--- config.mk ---
export PLATFORM = sky130hd
export DESIGN_NAME = cbor_head_decoder
export DESIGN_NICKNAME = d
export VERILOG_FILES = /design/src/hdl/cbor_pkg.sv /design/src/hdl/cbor_step.sv /design/src/hdl/cbor_result_fifo.sv /design/src/hdl/cbor_head_decoder.sv
export SDC_FILE = /design/constraint.sdc
export NUM_CORES = 1
export LEC_CHECK = 0
export BUFFER_PORTS_ARGS = -buffer_cell sky130_fd_sc_hd__buf_2
export CORE_MARGIN = 1
export CORE_UTILIZATION = 42
export CTS_BUF_LIST = sky130_fd_sc_hd__clkbuf_4
export CTS_CLUSTER_DIAMETER = 60
export CTS_CLUSTER_SIZE = 14
export DETAILED_ROUTE_END_ITERATION = 10
export PLACE_DENSITY = 0.7
export SETUP_SLACK_MARGIN = 0.05
export SLEW_MARGIN = 20
export SYNTH_ARGS = -nofsm -noshare
export SYNTH_HDL_FRONTEND = slang
export SYNTH_SLANG_ARGS = --single-unit
--- constraint.sdc ---
create_clock -name clk -period 6.33 [get_ports clk]
set_input_delay 1.899 -clock clk [delete_from_list [all_inputs] [get_ports clk]]
set_output_delay 1.899 -clock clk [all_outputs]
set_load 0.01 [all_outputs]
--- src/hdl/cbor_pkg.sv ---
// ----------------------------------------------------------------------------
// cbor_pkg
// shared types and codes for the cbor item head decoder
// ----------------------------------------------------------------------------
package cbor_pkg;

    typedef enum logic [1:0] {
        PH_IDLE    = 2'd0,
        PH_ARG     = 2'd1,
        PH_PAYLOAD = 2'd2
    } phase_t;

    typedef enum logic [1:0] {
        RK_UINT = 2'd0,
        RK_LEN  = 2'd1,
        RK_BYTE = 2'd2,
        RK_ERR  = 2'd3
    } kind_t;

    // command codes sampled on an initial byte
    localparam logic [1:0] CMD_UINT  = 2'd0;
    localparam logic [1:0] CMD_BYTES = 2'd1;
    localparam logic [1:0] CMD_TEXT  = 2'd2;
    localparam logic [1:0] CMD_BAD   = 2'd3;

    // major types
    localparam logic [2:0] MT_UINT  = 3'd0;
    localparam logic [2:0] MT_BYTES = 3'd2;
    localparam logic [2:0] MT_TEXT  = 3'd3;

    // additional info thresholds
    localparam logic [4:0] AI_ONE_BYTE  = 5'd24;
    localparam logic [4:0] AI_FOUR_BYTE = 5'd26;
    localparam logic [4:0] AI_RESERVED  = 5'd28;

    typedef struct packed {
        logic [7:0]  stream_byte;
        logic [1:0]  command;
        logic [16:0] length_limit;
    } in_beat_t;

    typedef struct packed {
        kind_t       result_kind;
        logic [63:0] value;
        logic        last;
    } out_beat_t;

    typedef struct packed {
        phase_t      phase;
        logic [1:0]  read_kind;
        logic [3:0]  arg_bytes_left;
        logic [63:0] accumulator;
        logic [15:0] payload_left;
        logic [16:0] held_limit;
    } state_t;

    localparam state_t STATE_RESET = '{
        phase:          PH_IDLE,
        read_kind:      2'd0,
        arg_bytes_left: 4'd0,
        accumulator:    64'd0,
        payload_left:   16'd0,
        held_limit:     17'd0
    };

endpackage

--- src/hdl/cbor_step.sv ---
// ----------------------------------------------------------------------------
// cbor_step
// next state and result for one stream byte
// ----------------------------------------------------------------------------
module cbor_step (
    input  cbor_pkg::state_t   state,
    input  cbor_pkg::in_beat_t beat,
    output cbor_pkg::state_t   state_next,
    output logic               res_valid,
    output cbor_pkg::out_beat_t res
);

    logic [2:0]  major;
    logic [4:0]  info;
    logic [2:0]  want;
    logic        idle_err;
    logic        idle_imm;
    logic [63:0] acc_shift;
    logic [3:0]  left_dec;
    logic        arg_done;
    logic [15:0] pl_dec;
    logic        pl_done;
    logic [63:0] fin_arg;
    logic [1:0]  fin_kind;
    logic [16:0] fin_limit;
    logic        fin_fail;
    logic        fin_zero;

    assign major = beat.stream_byte[7:5];
    assign info  = beat.stream_byte[4:0];

    always_comb
    begin
        unique case (beat.command)
            cbor_pkg::CMD_UINT:  want = cbor_pkg::MT_UINT;
            cbor_pkg::CMD_BYTES: want = cbor_pkg::MT_BYTES;
            default:             want = cbor_pkg::MT_TEXT;
        endcase
    end

    assign idle_err = (beat.command == cbor_pkg::CMD_BAD) || (major != want)
                   || (info >= cbor_pkg::AI_RESERVED)
                   || ((beat.command != cbor_pkg::CMD_UINT)
                       && (info >= cbor_pkg::AI_FOUR_BYTE));
    assign idle_imm = info < cbor_pkg::AI_ONE_BYTE;

    assign acc_shift = {state.accumulator[55:0], beat.stream_byte};
    assign left_dec  = (state.arg_bytes_left != 4'd0) ? state.arg_bytes_left - 4'd1 : 4'd0;
    assign arg_done  = left_dec == 4'd0;
    assign pl_dec    = (state.payload_left != 16'd0) ? state.payload_left - 16'd1 : 16'd0;
    assign pl_done   = pl_dec == 16'd0;

    // argument completion, either after the last argument byte or immediate
    assign fin_arg   = (state.phase == cbor_pkg::PH_ARG) ? acc_shift : {59'd0, info};
    assign fin_kind  = (state.phase == cbor_pkg::PH_ARG) ? state.read_kind : beat.command;
    assign fin_limit = (state.phase == cbor_pkg::PH_ARG) ? state.held_limit
                                                         : beat.length_limit;
    assign fin_zero  = fin_arg == 64'd0;

    always_comb
    begin
        case (fin_kind)
            cbor_pkg::CMD_BYTES: fin_fail = fin_arg != {47'd0, fin_limit};
            cbor_pkg::CMD_TEXT:  fin_fail = fin_arg >= {47'd0, fin_limit};
            default:             fin_fail = 1'b0;
        endcase
    end

    // next state
    always_comb
    begin
        state_next = state;
        unique case (state.phase)
            cbor_pkg::PH_ARG:
            begin
                state_next.accumulator    = acc_shift;
                state_next.arg_bytes_left = left_dec;
            end
            cbor_pkg::PH_PAYLOAD:
            begin
                state_next.payload_left = pl_dec;
                if (pl_done)
                begin
                    state_next.phase = cbor_pkg::PH_IDLE;
                end
            end
            default:
            begin
                state_next.phase = cbor_pkg::PH_IDLE;
                if (beat.command != cbor_pkg::CMD_BAD)
                begin
                    state_next.read_kind  = beat.command;
                    state_next.held_limit = beat.length_limit;
                end
                if (!idle_err && !idle_imm)
                begin
                    state_next.arg_bytes_left = 4'b0001 << info[1:0];
                    state_next.accumulator    = 64'd0;
                    state_next.phase          = cbor_pkg::PH_ARG;
                end
            end
        endcase

        if ((state.phase != cbor_pkg::PH_PAYLOAD) && (state.phase != cbor_pkg::PH_ARG)
            && idle_err)
        begin
            state_next.arg_bytes_left = 4'd0;
            state_next.payload_left   = 16'd0;
        end
        else if (((state.phase == cbor_pkg::PH_ARG) && arg_done)
              || ((state.phase != cbor_pkg::PH_ARG) && (state.phase != cbor_pkg::PH_PAYLOAD)
                  && idle_imm))
        begin
            state_next.phase = cbor_pkg::PH_IDLE;
            if ((fin_kind != cbor_pkg::CMD_UINT) && fin_fail)
            begin
                state_next.arg_bytes_left = 4'd0;
                state_next.payload_left   = 16'd0;
            end
            else if ((fin_kind != cbor_pkg::CMD_UINT) && !fin_zero)
            begin
                state_next.payload_left = fin_arg[15:0];
                state_next.phase        = cbor_pkg::PH_PAYLOAD;
            end
        end
    end

    // result
    always_comb
    begin
        res_valid       = 1'b0;
        res.result_kind = cbor_pkg::RK_ERR;
        res.value       = 64'd0;
        res.last        = 1'b1;
        unique case (state.phase)
            cbor_pkg::PH_PAYLOAD:
            begin
                res_valid       = 1'b1;
                res.result_kind = cbor_pkg::RK_BYTE;
                res.value       = {56'd0, beat.stream_byte};
                res.last        = pl_done;
            end
            default:
            begin
                if ((state.phase != cbor_pkg::PH_ARG) && idle_err)
                begin
                    res_valid = 1'b1;
                end
                else if ((state.phase == cbor_pkg::PH_ARG) ? arg_done : idle_imm)
                begin
                    res_valid = 1'b1;
                    if (fin_kind == cbor_pkg::CMD_UINT)
                    begin
                        res.result_kind = cbor_pkg::RK_UINT;
                        res.value       = fin_arg;
                    end
                    else if (!fin_fail)
                    begin
                        res.result_kind = cbor_pkg::RK_LEN;
                        res.value       = fin_arg;
                        res.last        = fin_zero;
                    end
                end
            end
        endcase
    end

endmodule

--- src/hdl/cbor_result_fifo.sv ---
// ----------------------------------------------------------------------------
// cbor_result_fifo
// two-entry result buffer between the decoder and the result channel
// ----------------------------------------------------------------------------
module cbor_result_fifo (
    input  logic                clk,
    input  logic                rst_n,
    input  logic                push,
    input  cbor_pkg::out_beat_t push_data,
    output logic                full,
    output logic                result_valid,
    input  logic                result_stall,
    output cbor_pkg::out_beat_t result
);

    cbor_pkg::out_beat_t entry_reg [2];
    logic       wr_ptr_reg, wr_ptr_next;
    logic       rd_ptr_reg, rd_ptr_next;
    logic [1:0] count_reg, count_next;
    logic       pop;

    assign full         = count_reg == 2'd2;
    assign result_valid = count_reg != 2'd0;
    assign result       = entry_reg[rd_ptr_reg];
    assign pop          = result_valid && !result_stall;

    always_comb
    begin
        wr_ptr_next = push ? ~wr_ptr_reg : wr_ptr_reg;
        rd_ptr_next = pop ? ~rd_ptr_reg : rd_ptr_reg;
        count_next  = count_reg + 2'(push) - 2'(pop);
    end

    always_ff @(posedge clk or negedge rst_n)
    begin
        if (!rst_n)
        begin
            wr_ptr_reg <= 1'b0;
            rd_ptr_reg <= 1'b0;
            count_reg  <= 2'd0;
        end
        else
        begin
            wr_ptr_reg <= wr_ptr_next;
            rd_ptr_reg <= rd_ptr_next;
            count_reg  <= count_next;
        end
    end

    always_ff @(posedge clk)
    begin
        if (push)
        begin
            entry_reg[wr_ptr_reg] <= push_data;
        end
    end

endmodule

--- src/hdl/cbor_head_decoder.sv ---
// ----------------------------------------------------------------------------
// cbor_head_decoder
// cbor item head decoder for unsigned integers, byte strings and text strings
// ----------------------------------------------------------------------------
//
//  channel   valid         stall         payload   beat
//  --------  ------------  ------------  --------  ---------------------------
//  item      item_valid    item_stall    item      stream byte, command, length limit
//  result    result_valid  result_stall  result    kind, value, last
//
//  one stream byte per cycle while item_stall is low; each beat is decoded in the cycle it is taken
//  and its result, if any, lands in the result buffer at that same edge
//  the rate is set by the single state register loop (phase, counters, acc)
//  reset clears the parser state to idle and empties the result buffer
//  item_stall rises only when both result buffer entries hold a beat
// ----------------------------------------------------------------------------
module cbor_head_decoder (
    input  logic                clk,
    input  logic                rst_n,
    input  logic                item_valid,
    output logic                item_stall,
    input  cbor_pkg::in_beat_t  item,
    output logic                result_valid,
    input  logic                result_stall,
    output cbor_pkg::out_beat_t result
);

    cbor_pkg::state_t    state_reg, state_next;
    cbor_pkg::out_beat_t step_res;
    logic                step_valid;
    logic                accept;
    logic                fifo_full;

    // a beat is taken whenever the result buffer has a free entry
    assign item_stall = fifo_full;
    assign accept     = item_valid && !item_stall;

    // combinational decode of one byte against the current parser state
    cbor_step u_step (
        .state      (state_reg),
        .beat       (item),
        .state_next (state_next),
        .res_valid  (step_valid),
        .res        (step_res)
    );

    // parser state only moves on an accepted beat
    always_ff @(posedge clk or negedge rst_n)
    begin
        if (!rst_n)
        begin
            state_reg <= cbor_pkg::STATE_RESET;
        end
        else if (accept)
        begin
            state_reg <= state_next;
        end
    end

    // result buffer decouples the two sides
    cbor_result_fifo u_result_fifo (
        .clk          (clk),
        .rst_n        (rst_n),
        .push         (accept && step_valid),
        .push_data    (step_res),
        .full         (fifo_full),
        .result_valid (result_valid),
        .result_stall (result_stall),
        .result       (result)
    );

endmodule
==> qor.yml, run 1 <==
finalNetCount: 996
layout_setup_ws_ns: 1.59
vdd_drop_max_mv: 0.216
clk_pin_slew_worst_paths_ns: 0.16
maxSlewViolCount: 0
post_cts_buffers: 0
dp_hpwl_um: 16300
dp_cells: 1244
finish.instance_area_um2: 12100
num_antenna_cells: 0
placed_area_um2: 11800
stdcell_count: 1288
drtPass1Iterations: 5
routabilityCongestion: 0.838
syn_area_per_cell_um2: 12.8
cp-start-kind: "register"
cts_made_buffers: 24
finalSetupViolCount: 0
cp.required_ns: 6.88
synth_edf_count: 134
period_minus_slack_ns: 4.74
p_leak_nw: 5.14
initial_core_util: 0.432
pwr-share-comb: 0.346
totalWireLength_um: 24700
rows: 58
fin_skew_ns: 0.0401
drtAntennaViolNets: 0
rsz0062_at_grt: "no"
wl_per_cell_um: 19.2
synth_area_um2: 11000
drc_errors: 0
swShare: 0.354
cts_root_buf: "clkbuf_4"
cts_sinks: 235
grt_pass1_vias: 7219
endpoint_kind: "register"
power_density_nw_per_um2: 377
drive_above_1_share: 0.270
cell_internal_pwr_mw: 2.96
cts_tree: "yes"
hold_class: "register to register"
drtIter0Drc: 514
ys_types: 65
slew_headroom: 0.364
path_class: "register to register"
hold_viol: 0
switchingPower_mw: 1.62
seq_power_share: 0.474
num_vias: 7330
yosys_warnings: 0
fp.dieH_um: 164
ff_latch_area_um2: 6550
largest_reg_flops: 134
port-buffer-count: 99
period_share: 0.749
seq_area_frac_synth: 0.597
ios: 100
fp.dieW_um: 164
area.growth.synth_to_final_pct: 10.6
grt_usage: 0.186
insertion_delay_ns: 0.69
fmax_mhz: 211
grt_max_degree: 72
async_flop_share: 0.430
fillers: 2295
core_area_um2: 25400
post_cts_resized: 0
cap_violations: 0
multi_input_area_um2: 4130
finalSetupTns_ns: 0
grt_pass1_wl_um: 39400
clkPwrFrac: 0.180
dp_slack_ns: 0.921
grt-ovfl-total: 0
detail_route.vias_per_cell: 5.69
synth-main-ff-cell: "edfxtp_1"
worst_slew_pin_slew_ns: 0.953
htreeDepth: 1
cp_data_arrival_time_ns: 5.28
synth_seq_cells: 235
antenna_found_initial: 0
syn_inst: 859
clock_path_buffers: 3
run_status: "completed"
holdBufCountCts: 0
die_area_um2: 26800
worst-path-max-fanout: 34
synth_nets: 915
==> critical path, stage by stage (launching register included) <==
cell and delay [ns]:
dfrtp_1 0.44, inv_1 0.08, ha_2 0.59, buf_4 0.33
nand2_1 0.25, inv_1 0.14, ha_1 0.16, nand4_1 0.13
nor4_1 0.65, a41oi_1 0.26, o311ai_1 0.45, and2_2 0.58
buf_4 0.29, and3_1 0.21
==> layer usage <==
layer  part of all wire  wire length (µm)  global-route usage
met2               0.47             11700               0.303
met5                  0                 0                   0
met3              0.057              1410              0.0363
met4              0.027               680              0.0556
met1               0.44             11000               0.252
==> Yosys cell counts (all sizes together) (2+ instances only) <==
master,n,area [µm²]
nand2,50,188
xnor2,4,35.0
nor2b,11,68.8
a211o,4,35.0
edfxtp,134,4020
a41oi,2,17.5
nor4,17,106
a32o,3,30.0
a22o,64,561
ha,25,313
nor3,20,116
buf,19,103
a21oi,26,130
a31oi,3,18.8
mux2,87,980
dfrtp,101,2530
nor3b,9,67.6
o31a,2,17.5
mux2i,25,250
nor2,30,113
a221oi,3,26.3
and3,49,307
nand2b,5,31.3
nand3,8,40.0
or4,4,37.5
or3,6,42.5
inv,28,105
a21o,3,22.5
o21a,2,15.0
or2,3,18.8
o211ai,2,20.0
clkbuf,37,139
a32oi,2,17.5
nand4,7,43.8
o31ai,6,45.0
xor2,2,17.5
o21ai,34,170
and2,6,37.5
==> area by class of cell <==
cell class,instances,area share
Inverter,28,0.00866
Multi-Input combinational cell,540,0.340
Clock buffer,32,0.0198
Sequential cell,235,0.540
Tap cell,330,0.0340
Clock inverter,12,0.00928
Timing Repair Buffer,111,0.0484
==> logic make-up after synthesis <==
group	Yosys count	synth area share
AO/OA/AOI/OAI	166	0.111
XOR/XNOR	6	0.00479
adder cells (fa/ha/maj)	25	0.0285
buffers and inverters	84	0.0316
flip-flops	235	0.597
multiplexers	112	0.112
AND/OR/NAND/NOR	231	0.116
==> cell usage in the layout, fill, tap and decap left out, drive strengths merged, types with 9 or more instances in the layout <==
master	n
a21oi	26
a22o	64
and3	49
buf	111
clkbuf	32
dfrtp	101
edfxtp	134
ha	25
inv	32
mux2	87
mux2i	25
nand2	50
nor2	30
nor2b	11
nor3	20
nor3b	9
nor4	17
o21ai	34
==> metrics by stage <==
step / util / power (mW) / hold slack (ns)
after floorplan: - / 3.31 / 0.452
after CTS: 0.478 / 4.63 / 0.504
after detailed placement: 0.464 / 3.80 / 0.481
after global routing: 0.478 / 4.86 / 0.530
after global placement: 0.464 / 3.78 / 0.483
final: 0.478 / 4.58 / 0.498
==> power groups by stage <==
stage	Combinational, mW	Sequential (mW)	Clock [mW]
2_1_floorplan	1.19	2.12	0
3_3_place_gp	1.59	2.19	0
3_5_place_dp	1.60	2.20	0
4_1_cts	1.61	2.17	0.850
5_1_grt	1.74	2.21	0.909
6_report	1.59	2.17	0.823
==> worst paths after layout <==
check	to	startpoint	depth (start not counted)	slack, ns
setup reg to reg	u_result_fifo.entry_reg[1][50]$_DFFE_PP_	state_reg[104]$_DFFE_PN0P_	13	1.59
max in group asynchronous	state_reg[29]$_DFFE_PN0P_	rst_n	2	4.01
hold reg to reg	u_result_fifo.count_reg[1]$_DFF_PN0_	u_result_fifo.count_reg[1]$_DFF_PN0_	1	0.50
hold / removal	u_result_fifo.count_reg[1]$_DFF_PN0_	u_result_fifo.count_reg[1]$_DFF_PN0_	1	0.50
min in group asynchronous	state_reg[36]$_DFFE_PN0P_	rst_n	1	1.32
setup / recovery	u_result_fifo.entry_reg[1][50]$_DFFE_PP_	state_reg[104]$_DFFE_PN0P_	13	1.59
Power figures use the tool's default switching activity.
==> inputs of run 2 (changes only) <==
clock period = 4.9 ns   (was 6.33 ns; I/O delays follow)
==> run 2 against run 1 <==
Net effect: worst setup slack worse by 0.78 ns; non-clock buffer count is 14 higher; first-iteration DRC count is 0.78% higher; final area is 0.81% higher; clock skew is 0.012 ns higher; wire length is 0.92% higher; sequential share of layout area is 0.44 points lower.
==> qor.yml, run 2 (synthesis gave the netlist of run 1 again) <==
finalNetCount: 1009  # +1.3%
period_minus_slack_ns: 4.09  # -0.651 ns
worst_slew_pin_slew_ns: 0.756  # -0.198 ns
grt_max_degree: 68  # -5.6%
post_cts_resized: 0  # unchanged
largest_reg_flops: 134  # unchanged
maxSlewViolCount: 0  # unchanged
grt_usage: 0.189  # +0.00258
drc_errors: 0  # unchanged
drive_above_1_share: 0.277  # +0.00622
finish.instance_area_um2: 12200  # +0.81%
placed_area_um2: 11900  # +1.1%
insertion_delay_ns: 0.69  # about the same
cpMaxStageDelayCell: "ha_2"
power_density_nw_per_um2: 484  # +28%
rsz0062_at_grt: "no"
vdd_drop_max_mv: 0.256  # +19%
initial_core_util: 0.432  # unchanged
clock_path_buffers: 3  # unchanged
cp.required_ns: 5.45  # -1.43 ns
post_cts_buffers: 0  # unchanged
grt_pass1_wl_um: 39800  # +1.2%
fillers: 2304  # +0.39%
num_antenna_cells: 0  # unchanged
finalSetupViolCount: 0  # unchanged
fmax_mhz: 245  # +16%
cts_root_buf: "clkbuf_4"
path_class: "register to register"
grt_pass1_vias: 7278  # +0.82%
worst-path-max-fanout: 25  # -26%
drtIter0Drc: 518  # +0.78%
rows: 58  # unchanged
ff_latch_area_um2: 6550  # unchanged
multi_input_area_um2: 4130  # about the same
dp_slack_ns: 0.601  # -0.320 ns
wl_per_cell_um: 19.2  # about the same
cts_tree: "yes"
fin_skew_ns: 0.0520  # +0.0119 ns
drtAntennaViolNets: 0  # unchanged
worstPathCellList: "inv_1 -> ha_2 -> buf_4 -> mux2i_1 -> ha_1 -> nand4_1 -> nor2_1 -> a221oi_1 -> a31oi_1 -> o311ai_1 -> and2_1 -> buf_4 -> and3_1"
endpoint_kind: "register"
routabilityCongestion: 0.880  # +5.0%
run_status: "completed"
core_area_um2: 25400  # unchanged
p_leak_nw: 5.18  # +0.94%
hold_viol: 0  # unchanged
slew_headroom: 0.496  # +0.132
critPathMaxStageDelay_ns: 0.54  # -0.11 ns
hold_class: "register to register"
clk_pin_slew_worst_paths_ns: 0.14  # -0.02 ns
holdBufCountCts: 0  # unchanged
drtPass1Iterations: 5  # unchanged
htreeDepth: 1  # unchanged
die_area_um2: 26800  # unchanged
antenna_found_initial: 0  # unchanged
cts_made_buffers: 23  # -4.2%
mostFrequentLayoutCells: "134 x edfxtp_1, 100 x dfrtp_1, 98 x buf_2, 87 x mux2_2, 64 x a22o_1"
port-buffer-count: 99  # unchanged
cp_data_arrival_time_ns: 4.63  # -0.65 ns
ios: 100  # unchanged
path_common_cell: "buf_4"
grt-ovfl-total: 0  # unchanged
num_vias: 7368  # +0.52%
fp.dieW_um: 164  # unchanged
cts_sinks: 235  # unchanged
detail_route.vias_per_cell: 5.67  # -0.33%
dp_hpwl_um: 16700  # +2.1%
layout_setup_ws_ns: 0.812  # -0.779 ns
cap_violations: 0  # unchanged
area.growth.synth_to_final_pct: 11.5
cp-start-kind: "register"
final_common_cell: "edfxtp_1"
totalWireLength_um: 25000  # +0.92%
period_share: 0.834  # +0.0857
fp.dieH_um: 164  # unchanged
run 2: cell count changes in the layout (fill, tap and decap cells not counted), moves of 2 or more:
cell        before  now
clkinvlp_4       0    2
inv_4            2    0
clkinv_2         3    1
buf_12           0    2
buf_4           13   25
run 2: worst paths after layout:
check | startpoint | to | slack, ns | cells past startpoint
max in group asynchronous | rst_n | state_reg[65]$_DFFE_PN0P_ | 3.24 | 2
worst max-delay path | state_reg[104]$_DFFE_PN0P_ | u_result_fifo.entry_reg[1][44]$_DFFE_PP_ | 0.81 | 13
worst max register to register | state_reg[104]$_DFFE_PN0P_ | u_result_fifo.entry_reg[1][44]$_DFFE_PP_ | 0.81 | 13
worst min register to register | u_result_fifo.count_reg[1]$_DFF_PN0_ | u_result_fifo.count_reg[1]$_DFF_PN0_ | 0.51 | 1
worst min-delay path | u_result_fifo.count_reg[1]$_DFF_PN0_ | u_result_fifo.count_reg[1]$_DFF_PN0_ | 0.51 | 1
min in group asynchronous | rst_n | u_result_fifo.count_reg[1]$_DFF_PN0_ | 0.85 | 1
run 2: metrics by stage:
stage          cells  utilization  hold slack (ns)  setup TNS, ns  total power, mW
2_1_floorplan    859            -            0.452         -80.42             4.28
3_3_place_gp    1258        0.469            0.483              0             4.94
3_5_place_dp    1258        0.469            0.488              0             4.97
4_1_cts         1299        0.482            0.513              0             6.00
5_1_grt         1299        0.482            0.528              0             6.28
6_report        1299        0.482            0.511              0             5.93
run 2: worst max-delay path, delay by kind of cell, from the launching register on:
| family | cells | cell delay (ns) |
|---|---|---|
| buf+inv | 3 | 0.72 |
| mux | 1 | 0.29 |
| compound gates | 3 | 0.90 |
| simple gates | 4 | 0.76 |
| flops | 1 | 0.43 |
| fa+ha+maj | 2 | 0.84 |
run 2: cell type report:
type                       count  area share
tap                          330      0.0337
multi-input combinational    540       0.337
timing repair buffer         125      0.0587
sequential                   235       0.535
clock buffer                  31      0.0190
clock inverter                10     0.00756
inverter                      28     0.00859
run 2: routing by layer:
metal | track usage | wire, µm | vias to the layer above
met3 | 0.0432 | 1650 | 47
met1 | 0.254 | 10800 | 3621
met5 | 0 | 0 | -
met2 | 0.310 | 12100 | 245
li1 | - | - | 3455
met4 | 0.0408 | 491 | 0
run 2: power breakdown:
group	switching [mW]	total, mW	internal (mW)	leakage, nW
Combinational	1.20	2.11	0.903	2.38
Clock	0.661	1.03	0.365	0.184
Sequential	0.236	2.79	2.56	2.62
==> inputs of run 3 (changes only) <==
clock period = 3.93 ns   (was 4.9 ns; I/O delays follow)
==> run 3 against run 2 <==
Net effect: maximum frequency grew 13%; wire length rose by 0.87%; hold slack got worse by 0.023 ns; clock power up 21%; via count rose by 0.98%.
==> qor.yml, run 3 (synthesis gave the netlist of run 1 again) <==
post_cts_resized: 0  # unchanged
period_share: 0.921  # +0.0870
fin_skew_ns: 0.0298  # -0.0223 ns
slew_headroom: 0.525  # +0.0290
cts_root_buf: "clkbuf_4"
endpoint_kind: "register"
num_antenna_cells: 0  # unchanged
initial_core_util: 0.432  # unchanged
drc_errors: 0  # unchanged
final_common_cell: "edfxtp_1"
finalSetupTns_ns: 0  # unchanged
vdd_drop_max_mv: 0.301  # +17%
wl_per_cell_um: 19.2  # about the same
dp_hpwl_um: 17000  # +1.7%
clock_path_buffers: 3  # unchanged
critPathMaxStageDelay_ns: 0.44  # -0.10 ns
hold_viol: 0  # unchanged
finalSetupViolCount: 0  # unchanged
maxSlewViolCount: 0  # unchanged
grt_pass1_wl_um: 38800  # -2.4%
mostFrequentLayoutCells: "134 x edfxtp_1, 100 x dfrtp_1, 98 x buf_2, 87 x mux2_2, 64 x a22o_1"
cpMaxStageDelayCell: "nor4_2"
fp.dieW_um: 164  # unchanged
grt_max_degree: 58  # -15%
power_density_nw_per_um2: 599  # +24%
grt_usage: 0.186  # -0.00302
path_common_cell: "buf_12"
cp_data_arrival_time_ns: 4.08  # -0.55 ns
worst-path-max-fanout: 57  # +130%
routabilityCongestion: 0.883  # +0.37%
post_cts_buffers: 0  # unchanged
clk_pin_slew_worst_paths_ns: 0.13  # about the same
drtPass1Iterations: 5  # unchanged
cts_made_buffers: 22  # -4.3%
cts_tree: "yes"
path_class: "register to register"
totalWireLength_um: 25200  # +0.87%
cp.required_ns: 4.39  # -1.06 ns
hold_class: "primary input to asynchronous set/reset pin"
area.growth.synth_to_final_pct: 13.7
cap_violations: 0  # unchanged
r2r_setup_slack_ns: 0.31  # -0.50 ns
ios: 100  # unchanged
fp.dieH_um: 164  # unchanged
p_leak_nw: 5.29  # +2.1%
htreeDepth: 1  # unchanged
rows: 58  # unchanged
insertion_delay_ns: 0.67  # -0.02 ns
drtAntennaViolNets: 0  # unchanged
holdBufCountCts: 0  # unchanged
reg2reg_depth: 12  # -1
cts_sinks: 235  # unchanged
drtIter0Drc: 626  # +21%
num_vias: 7440  # +0.98%
grt-ovfl-total: 0  # unchanged
worstPathCellList: "inv_1 -> ha_4 -> buf_12 -> mux2i_1 -> ha_1 -> nand4_1 -> nor4_2 -> a41oi_1 -> o311ai_2 -> and2_1 -> buf_12 -> nor3b_1"
rsz0062_at_grt: "no"
drive_above_1_share: 0.288  # +0.0112
largest_reg_flops: 134  # unchanged
r2r-end: "u_result_fifo.entry_reg[1][14]$_DFFE_PP_"
power_mw: 7.47  # +26%
run_status: "completed"
critPathTopFamily: "simple AND/OR/NAND/NOR gates"
detail_route.vias_per_cell: 5.68  # +0.13%
hold_slack_ns: 0.488  # -0.0233 ns
fillers: 2273  # -1.3%
r2r-start: "state_reg[104]$_DFFE_PN0P_"
grt_pass1_vias: 7166  # -1.5%
fmax_mhz: 276  # +13%
antenna_found_initial: 0  # unchanged
finalNetCount: 1021  # +1.2%
path_buf_inv: 3  # unchanged
cp-start-kind: "register"
worst_slew_pin_slew_ns: 0.709  # -0.0462 ns
core_area_um2: 25400  # unchanged
period_minus_slack_ns: 3.62  # -0.467 ns
die_area_um2: 26800  # unchanged
port-buffer-count: 99  # unchanged
## run 3: cell count changes in the layout (fill, tap and decap cells not counted), moves of 2 or more
cell | before | now
clkinv_4 | 1 | 3
buf_4 | 25 | 29
buf_16 | 0 | 2
inv_6 | 3 | 1
clkinvlp_4 | 2 | 0
clkbuf_4 | 31 | 33
buf_12 | 2 | 9
## run 3: worst max-delay path by stage
stage,start,end,slack [ns],cells past startpoint
after floorplan,item[24],u_result_fifo.entry_reg[0][0]$_DFFE_PP_,-0.17,5
after global placement,item[25],u_result_fifo.entry_reg[0][14]$_DFFE_PP_,0.13,10
after detailed placement,item[25],u_result_fifo.entry_reg[1][15]$_DFFE_PP_,-0.08,10
after CTS,state_reg[104]$_DFFE_PN0P_,u_result_fifo.entry_reg[1][15]$_DFFE_PP_,0.10,12
after global routing,state_reg[104]$_DFFE_PN0P_,u_result_fifo.entry_reg[0][14]$_DFFE_PP_,0.12,13
final,state_reg[104]$_DFFE_PN0P_,u_result_fifo.entry_reg[1][14]$_DFFE_PP_,0.31,12
## run 3: power by group
group / internal (mW) / switching (mW)
registers: 3.19 / 0.266
clock network: 0.465 / 0.789
logic: 1.22 / 1.55
total: 4.87 / 2.61
## run 3: per-stage QoR
step                      cell area [µm²]  cells  utilization  setup WS (ns)
after floorplan                     11000    859            -         -0.174
after global placement              12100   1269        0.475          0.129
after detailed placement            12100   1269        0.475        -0.0806
after CTS                           12400   1308        0.488          0.101
after global routing                12500   1310        0.491          0.120
final                               12500   1310        0.491          0.310
## run 3: per-layer routing
layer	part of all wire	track usage	up-vias	wire length [µm]
li1	-	-	3477	-
met1	0.43	0.247	3661	10900
met2	0.48	0.310	255	12200
met3	0.057	0.0300	47	1440
met4	0.026	0.0572	0	667
met5	0	0	-	0
## run 3: final cells by class
| class | count | area (µm²) | share of cell area |
|---|---|---|---|
| clock inverter | 6 | 70.1 | 0.00562 |
| timing repair buffer | 138 | 943 | 0.0756 |
| tap | 330 | 413 | 0.0331 |
| multi-input combinational | 540 | 4150 | 0.332 |
| clock buffer | 33 | 248 | 0.0199 |
| inverter | 28 | 105 | 0.00842 |
| sequential | 235 | 6550 | 0.525 |
